[config.mk]
export PLATFORM = sky130hd
export DESIGN_NAME = planar_span_fill
export DESIGN_NICKNAME = d
export VERILOG_FILES = /design/src/rtl/psf_pkg.sv /design/src/rtl/psf_ctrl.sv /design/src/rtl/psf_datapath.sv /design/src/rtl/planar_span_fill.sv
export SDC_FILE = /design/constraint.sdc
export NUM_CORES = 1
export LEC_CHECK = 0
export ABC_CLOCK_PERIOD_IN_PS = 5900
export BUFFER_PORTS_ARGS = -buffer_cell sky130_fd_sc_hd__buf_4
export CAP_MARGIN = 25
export CORE_MARGIN = 2
export CORE_UTILIZATION = 59
export DETAILED_ROUTE_END_ITERATION = 8
export GPL_ROUTABILITY_DRIVEN = 0
export PLACE_DENSITY = 0.79
export SETUP_SLACK_MARGIN = 0.5
export SYNTH_ARGS = -nofsm -noshare
export SYNTH_HDL_FRONTEND = slang
export SYNTH_SLANG_ARGS = --single-unit
[constraint.sdc]
create_clock -name i_clk -period 5.9 [get_ports i_clk]
set_input_delay 0.59 -clock i_clk [delete_from_list [all_inputs] [get_ports i_clk]]
set_output_delay 0.59 -clock i_clk [all_outputs]
set_load 0.01 [all_outputs]
[src/rtl/psf_pkg.sv]
// psf_pkg: shared types and constants of the planar span fill block
// span command and masked write beats, controller to datapath signal groups
// no dependencies

package psf_pkg;

    localparam int unsigned MAX_WIDTH_PIXELS_DEF = 1024;
    localparam int unsigned ADDRESS_BITS_DEF     = 24;

    localparam int unsigned ROW_W    = 10;
    localparam int unsigned X_W      = 10;
    localparam int unsigned COLOR_W  = 4;
    localparam int unsigned ADDR_W   = 24;
    localparam int unsigned PLANE_W  = 16;
    localparam int unsigned PLANES   = 4;
    localparam int unsigned GROUP_W  = 6;
    localparam int unsigned BIT_W    = 4;
    localparam int unsigned PITCH_W  = 11;
    localparam int unsigned PROD_W   = ROW_W + PITCH_W;
    localparam int unsigned CFG_W    = 24;
    localparam int unsigned CFG_IDX_W = 1;

    localparam logic [PITCH_W-1:0] PITCH_RESET = 11'd80;
    localparam logic [PLANE_W-1:0] FULL_MASK   = 16'hFFFF;
    localparam logic [BIT_W-1:0]   LAST_BIT    = 4'd15;

    // configuration register indexes
    typedef enum logic [CFG_IDX_W-1:0] {
        REG_FRAME_BASE = 1'b0,
        REG_ROW_PITCH  = 1'b1
    } t_reg_index;

    typedef struct packed {
        logic [ROW_W-1:0]   row_y;
        logic [X_W-1:0]     x_start;
        logic [X_W-1:0]     x_end;
        logic [COLOR_W-1:0] color;
    } t_span_cmd;

    typedef struct packed {
        logic [ADDR_W-1:0]         word_address;
        logic [PLANES*PLANE_W-1:0] plane_data;
        logic [PLANE_W-1:0]        bit_mask;
        logic                      last_write;
    } t_span_write;

    typedef struct packed {
        logic load;
        logic mul;
        logic row;
        logic emit;
    } t_dp_cmd;

    typedef struct packed {
        logic last_group;
    } t_dp_status;

endpackage

[src/rtl/psf_ctrl.sv]
// psf_ctrl: sequencer of the planar span fill block
// steps the datapath through load, multiply, row address and one write per group
// depends on psf_pkg

module psf_ctrl (
    input  logic                i_clk,
    input  logic                i_rst_n,
    input  logic                start,
    input  psf_pkg::t_dp_status i_status,
    output psf_pkg::t_dp_cmd    o_cmd,
    output logic                busy,
    output logic                o_strobe
);

    typedef enum logic [1:0] {
        S_IDLE,
        S_MUL,
        S_ROW,
        S_EMIT
    } t_state;

    t_state r_state;
    logic   r_busy;
    logic   r_strobe;

    always_comb begin
        o_cmd      = '0;
        o_cmd.load = (r_state == S_IDLE) && start;
        o_cmd.mul  = (r_state == S_MUL);
        o_cmd.row  = (r_state == S_ROW);
        o_cmd.emit = (r_state == S_EMIT);
    end

    always_ff @(posedge i_clk) begin
        if (!i_rst_n) begin
            r_state  <= S_IDLE;
            r_busy   <= 1'b0;
            r_strobe <= 1'b0;
        end else begin
            r_strobe <= 1'b0;
            unique case (r_state)
                S_IDLE: begin
                    if (start) begin
                        r_state <= S_MUL;
                        r_busy  <= 1'b1;
                    end
                end
                S_MUL: begin
                    r_state <= S_ROW;
                end
                S_ROW: begin
                    r_state <= S_EMIT;
                end
                S_EMIT: begin
                    r_strobe <= 1'b1;
                    if (i_status.last_group) begin
                        r_state <= S_IDLE;
                        r_busy  <= 1'b0;
                    end
                end
            endcase
        end
    end

    assign busy     = r_busy;
    assign o_strobe = r_strobe;

endmodule

[src/rtl/psf_datapath.sv]
// psf_datapath: registers, row address multiplier and mask logic of the span fill
// holds configuration, span state and the output beat register
// depends on psf_pkg

module psf_datapath #(
    parameter int unsigned MAX_WIDTH_PIXELS = psf_pkg::MAX_WIDTH_PIXELS_DEF,
    parameter int unsigned ADDRESS_BITS     = psf_pkg::ADDRESS_BITS_DEF
) (
    input  logic                                i_clk,
    input  logic                                i_rst_n,
    input  logic                                i_cfg_we,
    input  logic [psf_pkg::CFG_IDX_W-1:0]       i_cfg_index,
    input  logic [psf_pkg::CFG_W-1:0]           i_cfg_data,
    input  psf_pkg::t_span_cmd                  i_cmd,
    input  psf_pkg::t_dp_cmd                    i_ctl,
    output psf_pkg::t_dp_status                 o_status,
    output psf_pkg::t_span_write                o_write
);

    localparam logic [psf_pkg::X_W-1:0] X_MAX = psf_pkg::X_W'(MAX_WIDTH_PIXELS - 1);

    logic [psf_pkg::ADDR_W-1:0]   r_frame_base;
    logic [psf_pkg::PITCH_W-1:0]  r_row_pitch;

    logic [psf_pkg::ROW_W-1:0]    r_row_y;
    logic [psf_pkg::GROUP_W-1:0]  r_group;
    logic [psf_pkg::GROUP_W-1:0]  r_end_group;
    logic [psf_pkg::BIT_W-1:0]    r_left_bit;
    logic [psf_pkg::BIT_W-1:0]    r_right_bit;
    logic [psf_pkg::COLOR_W-1:0]  r_fill_color;
    logic                         r_first;
    logic [psf_pkg::PROD_W-1:0]   r_product;
    logic [ADDRESS_BITS-1:0]      r_row_address;
    psf_pkg::t_span_write         r_write;

    logic [psf_pkg::X_W-1:0]      xa_clamp;
    logic [psf_pkg::X_W-1:0]      xb_clamp;
    logic [psf_pkg::X_W-1:0]      x_lo;
    logic [psf_pkg::X_W-1:0]      x_hi;
    logic                         last_group;
    logic [ADDRESS_BITS-1:0]      group_address;
    logic [psf_pkg::PLANE_W-1:0]  mask;
    logic [psf_pkg::PLANES*psf_pkg::PLANE_W-1:0] data;

    always_comb begin
        xa_clamp = (i_cmd.x_start > X_MAX) ? X_MAX : i_cmd.x_start;
        xb_clamp = (i_cmd.x_end > X_MAX) ? X_MAX : i_cmd.x_end;
        if (xa_clamp > xb_clamp) begin
            x_lo = xb_clamp;
            x_hi = xa_clamp;
        end else begin
            x_lo = xa_clamp;
            x_hi = xb_clamp;
        end
    end

    assign last_group          = (r_group == r_end_group);
    assign o_status.last_group = last_group;

    // plane 0 word of the group, four words per group
    assign group_address = r_row_address + ADDRESS_BITS'({r_group, 2'b00});

    always_comb begin
        mask = psf_pkg::FULL_MASK;
        if (r_first) begin
            mask = mask & (psf_pkg::FULL_MASK >> r_left_bit);
        end
        if (last_group) begin
            mask = mask & (psf_pkg::FULL_MASK << (psf_pkg::LAST_BIT - r_right_bit));
        end
    end

    always_comb begin
        for (int k = 0; k < int'(psf_pkg::PLANES); k++) begin
            data[k*psf_pkg::PLANE_W +: psf_pkg::PLANE_W] = {psf_pkg::PLANE_W{r_fill_color[k]}};
        end
    end

    always_ff @(posedge i_clk) begin
        if (!i_rst_n) begin
            r_frame_base <= '0;
            r_row_pitch  <= psf_pkg::PITCH_RESET;
        end else if (i_cfg_we) begin
            unique case (psf_pkg::t_reg_index'(i_cfg_index))
                psf_pkg::REG_FRAME_BASE: r_frame_base <= i_cfg_data;
                psf_pkg::REG_ROW_PITCH:  r_row_pitch  <= i_cfg_data[psf_pkg::PITCH_W-1:0];
            endcase
        end
    end

    always_ff @(posedge i_clk) begin
        if (!i_rst_n) begin
            r_row_y       <= '0;
            r_group       <= '0;
            r_end_group   <= '0;
            r_left_bit    <= '0;
            r_right_bit   <= '0;
            r_fill_color  <= '0;
            r_first       <= 1'b0;
            r_product     <= '0;
            r_row_address <= '0;
            r_write       <= '0;
        end else begin
            if (i_ctl.load) begin
                r_row_y      <= i_cmd.row_y;
                r_group      <= x_lo[psf_pkg::X_W-1 -: psf_pkg::GROUP_W];
                r_end_group  <= x_hi[psf_pkg::X_W-1 -: psf_pkg::GROUP_W];
                r_left_bit   <= x_lo[psf_pkg::BIT_W-1:0];
                r_right_bit  <= x_hi[psf_pkg::BIT_W-1:0];
                r_fill_color <= i_cmd.color;
                r_first      <= 1'b1;
            end
            if (i_ctl.mul) begin
                r_product <= psf_pkg::PROD_W'(r_row_y) * psf_pkg::PROD_W'(r_row_pitch);
            end
            if (i_ctl.row) begin
                r_row_address <= ADDRESS_BITS'(r_frame_base) + ADDRESS_BITS'(r_product);
            end
            if (i_ctl.emit) begin
                r_write.word_address <= psf_pkg::ADDR_W'(group_address);
                r_write.plane_data   <= data;
                r_write.bit_mask     <= mask;
                r_write.last_write   <= last_group;
                r_first              <= 1'b0;
                r_group              <= r_group + psf_pkg::GROUP_W'(1);
            end
        end
    end

    assign o_write = r_write;

endmodule

[src/rtl/planar_span_fill.sv]
// planar_span_fill: top level of the four-bitplane horizontal span fill
// joins the sequencer psf_ctrl and the datapath psf_datapath
// depends on psf_pkg
//
//  channel   direction  handshake                 beat
//  command   in         start, busy               i_cmd (row, two x ends, color)
//  write     out        o_strobe, one cycle       o_write (address, planes, mask, last)
//  config    in         i_cfg_we, i_cfg_index     i_cfg_data
//
// a span of n sixteen-pixel groups runs through the accept cycle, the row times
// pitch multiply, the row address add, then one write per cycle from the single
// emit stage, n writes in all.
// busy rises at the accepting edge and falls with the last write; a new command may
// be taken at the edge that ends the cycle its last write is shown.
// reset is synchronous and restores base 0 and pitch 80; the receiver cannot stall.

module planar_span_fill #(
    parameter int unsigned MAX_WIDTH_PIXELS = psf_pkg::MAX_WIDTH_PIXELS_DEF,
    parameter int unsigned ADDRESS_BITS     = psf_pkg::ADDRESS_BITS_DEF
) (
    input  logic                          i_clk,
    input  logic                          i_rst_n,
    input  logic                          start,
    output logic                          busy,
    input  psf_pkg::t_span_cmd            i_cmd,
    output logic                          o_strobe,
    output psf_pkg::t_span_write          o_write,
    input  logic                          i_cfg_we,
    input  logic [psf_pkg::CFG_IDX_W-1:0] i_cfg_index,
    input  logic [psf_pkg::CFG_W-1:0]     i_cfg_data
);

    psf_pkg::t_dp_cmd    dp_cmd;
    psf_pkg::t_dp_status dp_status;
    logic                ctl_start;

    // commands are only taken while idle
    assign ctl_start = start && !busy;

    psf_ctrl u_ctrl (
        .i_clk    (i_clk),
        .i_rst_n  (i_rst_n),
        .start    (ctl_start),
        .i_status (dp_status),
        .o_cmd    (dp_cmd),
        .busy     (busy),
        .o_strobe (o_strobe)
    );

    psf_datapath #(
        .MAX_WIDTH_PIXELS (MAX_WIDTH_PIXELS),
        .ADDRESS_BITS     (ADDRESS_BITS)
    ) u_datapath (
        .i_clk       (i_clk),
        .i_rst_n     (i_rst_n),
        .i_cfg_we    (i_cfg_we),
        .i_cfg_index (i_cfg_index),
        .i_cfg_data  (i_cfg_data),
        .i_cmd       (i_cmd),
        .i_ctl       (dp_cmd),
        .o_status    (dp_status),
        .o_write     (o_write)
    );

endmodule

==> metrics.csv, run 1 <==
metric;value;unit
status;finished, final reports clean;
most used cell, CP;fa_1;
min-delay worst type;input port to register;
# setup viols final;0;
Root Buffer;clkbuf_16;
first-pass GRT wire length;48.2;mm
clock net sink count;164;
dpl ws;0.582;ns
worst-path cell chain;nand2_1 -> fa_1 -> fa_1 -> inv_1 -> fa_1 -> fa_1 -> inv_1 -> fa_1 -> inv_1 -> ha_2 -> a2111o_1 -> o211ai_4 -> a211oi_1 -> or3_1 -> a32o_1;
CP max stage delay;0.56;ns
Slew Limit Fails;0;
Hold Fails Final Rpt;0;
fin util;67.3;%
grt ovf;0;
unrepaired setup endpoints after global routing;no;
met2 Use GR;46.6;%
M3 GR Usage;3.75;%
vias post-DR;10700;
Crit-path slowest cell;fa_1;
P per Cell Area;272;nW/µm²
WHS Path Cells;3;
WS Path Type;register to register;
CTS tree;built;
hpwl dp;23.0;mm
H-tree depth;4;
flops & latches, synth;164;
WL final;30.6;mm
clock skew;0.0111;ns
critical path peak fanout;11;
drc violations;0;
register area;3320;µm²
Post-Synthesis Cells;1524;
Rows;53;
initial antenna violation count;0;
hold path start;i_cfg_data[18];
Worst Reg2Reg Path Length in Cells;15;
most frequent cells in the layout;213 x nand2_1, 178 x buf_4, 146 x dfxtp_1;
Multi-input gate area;7990;µm²
CP top delay family;adder cells;
fillcell total;1721;
buffers added on ports;169;
Post-synth EDFFs;0;
Hold Slack;0.397;ns
worst r2r src;u_datapath.r_row_pitch[3];
commonest non-fill, non-tap cell in the layout;nand2_1;
CTS Hold Bufs;0;
Avg WL per Cell;16.4;µm
Arr. time, crit path;5.53;ns
Synth Flop Type;dfxtp_1;
beginning of the critical path;u_datapath.r_row_pitch[3];
Die Area;22500;µm²
Longest Clk Path Bufs;2;
Die Y;150;µm
setup TNS;0;ns
GR peak layer;met2;
Leak;6.44;nW
1st-pass router iterations;6;
vias in the first global route;9865;
syn_area_per_cell;8.24;µm²
fmax;192;MHz
sequential share of the synthesized area;26.2;%
ys async rst share;0;%
post-route ant nets;0;
GRT Total Usage;26.6;%
Iter 0 DRT Violations;761;
Core Region;21000;µm²
syn_nets;1757;
Distinct cells, synth;80;
largest net degree at the start of global routing;58;
synth warn;0;
design area;14100;µm²
num ports;170;
CP Capture Type;register;
met1 global-route usage;34.4;%
Initial Utilization;59.9;%
nets;1803;
Crit path depth;15;
clk_lat worst skew;0.44;ns
non-filler cells, final;1858;
Tmin final;5.20;ns
total CTS buffers;17;
Cell Count Post-Placement;1823;
CP Launch Type;register;
PnR worst setup slack;0.705;ns
final period utilization;88.1;%
Vias/cell;5.76;
synth-to-layout area growth;12.3;%
layout cells sized above 1;15.7;%
slew margin rel.;27.6;%
Max-cap violations;0;
Pwr Total;3.84;mW
worst vdd ir;224;µV
WP data required;6.23;ns
Post-DP Area;13400;µm²
Chip Width;150;µm
Syn Std Cell Area;12600;µm²
clk slew on worst S/H paths;0.08;ns
Worst Path Buf+Inv;3;
Inserted Diodes;0;
Slew @ Worst Pin;1.08;ns
==> Yosys cell counts, types with 3 or more instances <==
library cell  instances  area [µm²]
a21oi_1             118         591
nor2b_1              11        68.8
o21bai_1              3        22.5
ha_1                 98        1230
nand3b_1             11        82.6
o211ai_1              8        60.1
dfxtp_1             164        3280
a211oi_1             25         188
o311ai_1              4        35.0
xor2_1                8        70.1
a21o_1               15         113
a22o_1                4        35.0
fa_1                 72        1440
mux2i_1              40         400
nor4_1                6        37.5
inv_1               126         473
buf_2                 4        20.0
and3_1                7        43.8
a32o_1               11         110
o21ai_0              63         315
buf_4                60         450
nand2b_1             18         113
xnor2_1              31         272
o2111ai_1             5        43.8
o31ai_1               5        37.5
nand4_1               9        56.3
or3_1                 9        56.3
o21a_1               21         158
nor3_1               19        95.1
a31oi_1               8        50.1
nand3_1              25         125
nand2_1             213         800
and2_1               62         388
o21ai_1              18        90.1
nor2_1               72         270
clkbuf_1             84         315
o221ai_1              5        43.8
a21boi_1              3        22.5
or2_2                 4        25.0
a32oi_1               3        26.3
==> routing by layer <==
layer  part of all wire [%]  up-vias
li1                       -     5220
met1                     43     5057
met2                     49      389
met3                    6.5       39
met4                    1.6        0
met5                      0        -
==> worst min-delay path, delay by kind of cell <==
kind,cells,cell delay (ns)
and+or+nand+nor,1,0.04
AOI/OAI and AO/OA,1,0.05
buffers and inverters,1,0.11
==> layout make-up <==
cell class,instances,share of cell area (%)
flip-flops and latches,164,23.5
well taps,275,2.44
multi-input cells,1080,56.6
clock inverters,15,1.31
inverters,128,3.41
repair buffers,179,9.67
clock buffers,17,3.02
==> timing repair <==
item	4_1_cts	5_1_grt
buffers inserted	0	2
hold endpoints to repair	0	0
gates resized for setup	0	25
endpoints found under the setup margin	0	7
==> registers in the layout (all words and copies together), names as in the netlist <==
register	cells
u_datapath.r_frame_base	24
u_datapath.r_left_bit	4
u_datapath.r_end_group	6
u_datapath.r_group	6
u_ctrl.r_state	2
u_ctrl.busy	1
u_datapath.r_row_y	10
u_ctrl.o_strobe	1
u_datapath.r_right_bit	4
u_datapath.r_row_address	24
u_datapath.o_write	45
u_datapath.r_first	1
u_datapath.r_row_pitch	11
u_datapath.r_product	21
u_datapath.r_fill_color	4
==> report_power, final <==
part	internal, mW	leakage (nW)	switching, mW
combinational	0.503	4.80	0.737
clock	0.610	0.299	0.539
sequential	1.26	1.34	0.189
==> cells by family after synthesis <==
family	after synthesis	share of synthesized area, %
AND/OR/NAND/NOR	479	18.0
AO/OA/AOI/OAI	350	18.1
buffers and inverters	280	10.4
adder cells (fa/ha/maj)	170	21.2
flip-flops	164	26.2
multiplexers	42	3.37
XOR/XNOR	39	2.72
==> worst paths after layout <==
kind	to	slack (ns)
worst min register to register	u_datapath.o_write[15]	0.45
worst max-delay path	u_datapath.r_product[14]	0.70
worst max register to register	u_datapath.r_product[14]	0.70
worst min-delay path	u_datapath.r_frame_base[18]	0.40
(Power assumes the default switching activity.)
==> run 2, diff against run 1 <==
- ABC_CLOCK_PERIOD_IN_PS: 5900 -> 4780
- clock period: 5.9 -> 4.78 ns (I/O delays scaled with it)
==> metrics.csv, run 2 (synthesis results as in run 1) <==
metric;value;unit;change
unrepaired setup endpoints after global routing;yes;;
Hold Path End;u_datapath.r_row_y[6];;
initial antenna violation count;0;;unchanged
vias in the first global route;10900;;+10%
buffers added on ports;169;;unchanged
largest net degree at the start of global routing;58;;unchanged
# setup viols final;9;;+9
most frequent cells in the layout;237 x buf_4, 200 x nand2_1, 145 x dfxtp_1;;
Cell Count Post-Placement;1879;;+3.1%
Post-DP Area;14000;µm²;+4.4%
Inserted Diodes;0;;unchanged
drc violations;0;;unchanged
Slew @ Worst Pin;0.990;ns;-0.0920 ns
Crit-path slowest cell;fa_1;;
CTS Hold Bufs;0;;unchanged
Die Y;150;µm;unchanged
Worst Path Buf+Inv;6;;+3
Root Buffer;clkbuf_16;;
Max-cap violations;0;;unchanged
CP Capture Type;register;;
CTS tree;built;;
layout cells sized above 1;25.1;%;+9.4 points
CP top delay family;adder cells;;
critical path peak fanout;5;;-6
Initial Utilization;59.9;%;unchanged
Clk pwr share;29.1;%;-0.9 points
WP data required;5.10;ns;-1.13 ns
Logic pwr share;36.3;%;+4.0 points
worst-path cell chain;buf_6 -> and2_4 -> fa_2 -> fa_1 -> inv_1 -> fa_1 -> inv_1 -> fa_1 -> inv_2 -> fa_2 -> inv_2 -> ha_4 -> buf_6 -> a21oi_4 -> o21ai_4 -> a221oi_4 -> a211oi_2 -> or3_1 -> a32o_1;;
NetSw;1.92;mW;+31%
clk_lat worst skew;0.43;ns;about the same
Die Area;22500;µm²;unchanged
most used cell, CP;fa_1;;
synth-to-layout area growth;22.4;%;
worst reg-to-reg setup slack;-0.21;ns;-0.92 ns
Arr. time, crit path;5.31;ns;-0.22 ns
1st-pass router iterations;5;;-1
nets;1888;;+4.7%
Iter 0 DRT Violations;902;;+19%
max reg flops;45;;unchanged
Tmin final;4.99;ns;-0.204 ns
hpwl dp;23.5;mm;+1.9%
non-filler cells, final;1943;;+4.6%
worst vdd ir;248;µV;+11%
num ports;170;;unchanged
P per Cell Area;334;nW/µm²;+23%
WL final;33.7;mm;+10%
H-tree depth;4;;unchanged
Slew Limit Fails;0;;unchanged
status;finished with violations;;
CP Launch Type;register;;
first-pass GRT wire length;52.7;mm;+9.5%
Chip Width;150;µm;unchanged
Avg WL per Cell;17.4;µm;+5.6%
Rows;53;;unchanged
Hold Fails Final Rpt;0;;unchanged
Pwr Total;5.13;mW;+34%
Leak;6.99;nW;+8.5%
fmax;200;MHz;+4.1%
WS Path Type;register to register;;
FF-to-FF End;u_datapath.r_product[17];;
Core Region;21000;µm²;unchanged
slew margin rel.;34.0;%;+6.4 points
Worst Reg2Reg Path Length in Cells;19;;+4
grt ovf;0;;unchanged
violated checks;negative setup slack;;
CP max stage delay;0.55;ns;about the same
commonest non-fill, non-tap cell in the layout;buf_4;;
clock skew;0.0123;ns;+0.00113 ns
GRT Total Usage;28.8;%;+2.2 points
vias post-DR;11500;;+7.3%
post-route ant nets;0;;unchanged
total internal power;3.21;mW;+36%
Vias/cell;5.91;;+2.6%
Hold Slack;0.288;ns;-0.108 ns
fillcell total;1511;;-12%
worst r2r src;u_datapath.r_row_y[6];;
design area;15400;µm²;+8.9%
Switching Fraction;37.4;%;-0.84 points
hold path start;i_cmd[30];;
PnR worst setup slack;-0.211;ns;-0.916 ns
total CTS buffers;17;;unchanged
clk slew on worst S/H paths;0.07;ns;about the same
final period utilization;104;%;+16 points
WHS Path Cells;3;;unchanged
clock net sink count;164;;unchanged
min-delay worst type;input port to register;;
Flop pwr share;34.6;%;-3.1 points
Longest Clk Path Bufs;2;;unchanged
run 2: layout make-up:
class	instances	area (µm²)	share of cell area, %
multi-input cells	1080	8460	55.1
clock buffers	18	429	2.79
repair buffers	264	2100	13.7
flip-flops and latches	164	3340	21.8
inverters	128	480	3.13
well taps	275	344	2.24
clock inverters	14	205	1.34
run 2: worst max path at each step:
stage,endpoint,from,slack [ns],cells after the start
after floorplan,u_datapath.r_product[14],u_datapath.r_row_y[1],-0.02,16
after global placement,u_datapath.r_product[14],u_datapath.r_row_pitch[5],-0.12,17
after detailed placement,u_datapath.r_product[14],u_datapath.r_row_pitch[5],-0.25,17
after CTS,u_datapath.r_product[20],u_datapath.r_row_y[3],-0.007,18
after global routing,u_datapath.r_product[20],u_datapath.r_row_y[6],-0.30,19
final,u_datapath.r_product[17],u_datapath.r_row_y[6],-0.21,19
run 2: routing by layer:
layer  vias up  GRT usage, %  share of wire, %
met5         -             0                 0
met2       511          49.0                48
met3        81          4.05               6.5
met1      5511          38.3                43
li1       5385             -                 -
met4         0          8.07               2.5
run 2: power groups by stage:
stage	clock, mW	sequential [mW]	combinational [mW]
6_report	1.49	1.78	1.86
5_1_grt	1.55	1.80	2.05
4_1_cts	1.49	1.77	1.72
3_5_place_dp	0	1.79	1.66
3_3_place_gp	0	1.79	1.62
2_1_floorplan	0	1.71	1.26
run 2: through the flow:
stage,setup WS [ns],TNS [ns],utilization [%]
global placement,-0.119,-0.523,66.8
finish,-0.211,-1.29,73.3
CTS,-0.00701,-0.0120,71.2
floorplan,-0.0229,-0.0229,-
global route,-0.300,-2.19,73.3
detailed placement,-0.250,-1.38,66.8
run 2: what timing repair did:
item / 4_1_cts / 5_1_grt
pin swaps: 38 / 43
setup buffers: 15 / 17
endpoints found under the hold margin: 0 / 0
setup endpoints to repair: 15 / 15
gates resized for setup: 59 / 68
run 2: worst min-delay path, cell delays in order:
cell     delay, ns
buf_4         0.11
nand2_1       0.05
a21oi_1       0.05
==> run 3, diff against run 2 <==
- BUFFER_PORTS_ARGS: -buffer_cell sky130_fd_sc_hd__buf_4 -> unset
- CORE_UTILIZATION: 59 -> 65
- CTS_CLUSTER_SIZE: unset -> 30
- DONT_BUFFER_PORTS: unset -> 1
==> metrics.csv, run 3 (synthesis results as in run 1) <==
metric;value;unit;change
buffers added on ports;0;;-100%
layout cells sized above 1;15.5;%;-9.6 points
unrepaired setup endpoints after global routing;yes;;
grt ovf;0;;unchanged
NetSw;1.87;mW;-2.5%
Hold Fails Final Rpt;0;;unchanged
Slew @ Worst Pin;0.975;ns;-0.0148 ns
Core Region;18800;µm²;-10%
most frequent cells in the layout;203 x nand2_1, 142 x dfxtp_1, 115 x inv_1;;
CTS Hold Bufs;0;;unchanged
Leak;6.01;nW;-14%
Post-DP Area;12700;µm²;-9.1%
slew margin rel.;34.8;%;+0.83 points
clk slew on worst S/H paths;0.08;ns;about the same
worst vdd ir;290;µV;+17%
Flop pwr share;36.2;%;+1.6 points
clock net sink count;164;;unchanged
CP Launch Type;register;;
CTS tree;built;;
critical path peak fanout;5;;unchanged
Pwr Total;4.99;mW;-2.8%
vias in the first global route;10300;;-5.0%
drc violations;0;;unchanged
Die Area;20400;µm²;-9.0%
Vias/cell;6.08;;+2.8%
clock skew;0.0166;ns;+0.00432 ns
max reg flops;45;;unchanged
first-pass GRT wire length;50.2;mm;-4.8%
Root Buffer;clkbuf_16;;
Tmin final;4.99;ns;+0.00214 ns
Logic pwr share;33.8;%;-2.5 points
status;finished with violations;;
Rows;50;;-5.7%
final period utilization;104;%;about the same
Slew Limit Fails;0;;unchanged
total internal power;3.12;mW;-2.9%
Iter 0 DRT Violations;915;;+1.4%
Arr. time, crit path;5.33;ns;+0.02 ns
total CTS buffers;17;;unchanged
Switching Fraction;37.5;%;+0.11 points
worst r2r src;u_datapath.r_row_y[7];;
Longest Clk Path Bufs;2;;unchanged
1st-pass router iterations;5;;unchanged
beginning of the critical path;u_datapath.r_row_y[7];;
Chip Width;143;µm;-4.6%
Initial Utilization;66.7;%;+6.8 points
PnR worst setup slack;-0.213;ns;-0.00214 ns
clk_lat worst skew;0.43;ns;about the same
Inserted Diodes;0;;unchanged
fillcell total;1353;;-10%
WP data required;5.11;ns;about the same
post-route ant nets;0;;unchanged
vias post-DR;10600;;-7.6%
largest net degree at the start of global routing;55;;-5.2%
Die Y;143;µm;-4.6%
WL final;31.7;mm;-5.9%
violated checks;negative setup slack;;
commonest non-fill, non-tap cell in the layout;nand2_1;;
H-tree depth;4;;unchanged
num ports;170;;unchanged
fmax;200;MHz;about the same
CP Capture Type;register;;
GRT Total Usage;30.7;%;+1.9 points
synth-to-layout area growth;10.9;%;
hpwl dp;22.4;mm;-4.7%
hold path start;i_rst_n;;
# setup viols final;7;;-2
Avg WL per Cell;18.2;µm;+4.7%
initial antenna violation count;0;;unchanged
P per Cell Area;359;nW/µm²;+7.3%
min-delay worst type;input port to register;;
Max-cap violations;0;;unchanged
WS Path Type;register to register;;
design area;13900;µm²;-9.4%
Clk pwr share;30.0;%;+0.9 points
nets;1706;;-9.6%
## run 3: cell types whose count changed in the layout (fill, tap and decap cells not counted), moves of 4 or more
cell / before / now
buf_6: 25 / 19
buf_4: 237 / 61
inv_2: 16 / 11
inv_1: 111 / 115
dfxtp_4: 14 / 7
dfxtp_2: 5 / 15
## run 3: metal layers
layer | part of all wire (%) | routed length [µm] | GRT usage [%] | up-vias
li1 | - | - | - | 5008
met1 | 42 | 13400 | 39.6 | 5079
met2 | 48 | 15200 | 51.9 | 450
met3 | 7.4 | 2340 | 7.01 | 77
met4 | 2.4 | 763 | 8.39 | 0
met5 | 0 | 0 | 0 | -
## run 3: cell type report
type                    instances  area [µm²]  area share [%]
multi-input cells            1080        8430            60.6
inverters                     128         482            3.46
clock inverters                15         216            1.56
repair buffers                 82         712            5.12
clock buffers                  17         425            3.06
flip-flops and latches        164        3330            23.9
well taps                     260         325            2.34
## run 3: power by group through the flow
| stage | sequential (mW) | clock (mW) | combinational (mW) |
|---|---|---|---|
| floorplan | 1.71 | 0 | 1.26 |
| global placement | 1.81 | 0 | 1.47 |
| detailed placement | 1.82 | 0 | 1.50 |
| CTS | 1.79 | 1.51 | 1.58 |
| global route | 1.83 | 1.56 | 1.87 |
| finish | 1.81 | 1.50 | 1.69 |
## run 3: path summary, 6_finish.rpt
| check | end | slack (ns) | depth (start not counted) |
|---|---|---|---|
| max reg2reg | u_datapath.r_product[18] | -0.21 | 19 |
| min reg2reg | u_datapath.r_fill_color[3] | 0.46 | 2 |
| max | u_datapath.r_product[18] | -0.21 | 19 |
| min | u_datapath.r_row_pitch[4] | 0.14 | 1 |
## run 3: through the flow
step	TNS (ns)	std cells	hold WS (ns)	worst slack, ns	util, %
finish	-1.06	1746	0.145	-0.213	73.9
CTS	-0.240	1734	0.123	-0.0603	72.4
floorplan	-0.0229	1524	0.435	-0.0229	-
global placement	-0.396	1693	0.442	-0.0976	67.6
detailed placement	-1.00	1693	0.449	-0.218	67.6
global route	-2.35	1746	0.133	-0.381	73.9
## run 3: repair_timing
item,4_1_cts,5_1_grt
pin swaps,35,37
gates resized for setup,53,44
buffers inserted,9,12
gates cloned,0,0
setup endpoints to repair,14,15
## run 3: critical path, cell delays in order, from the launching register on
cell	delay (ns)
dfxtp_2	0.35
buf_4	0.12
nand2_2	0.06
fa_1	0.53
fa_1	0.54
inv_1	0.05
fa_1	0.47
fa_1	0.50
inv_1	0.05
fa_1	0.49
inv_2	0.05
ha_4	0.26
buf_4	0.14
o211ai_1	0.11
nand2_1	0.12
o211ai_2	0.14
buf_6	0.16
a311oi_4	0.35
a22oi_1	0.15
o311ai_1	0.26
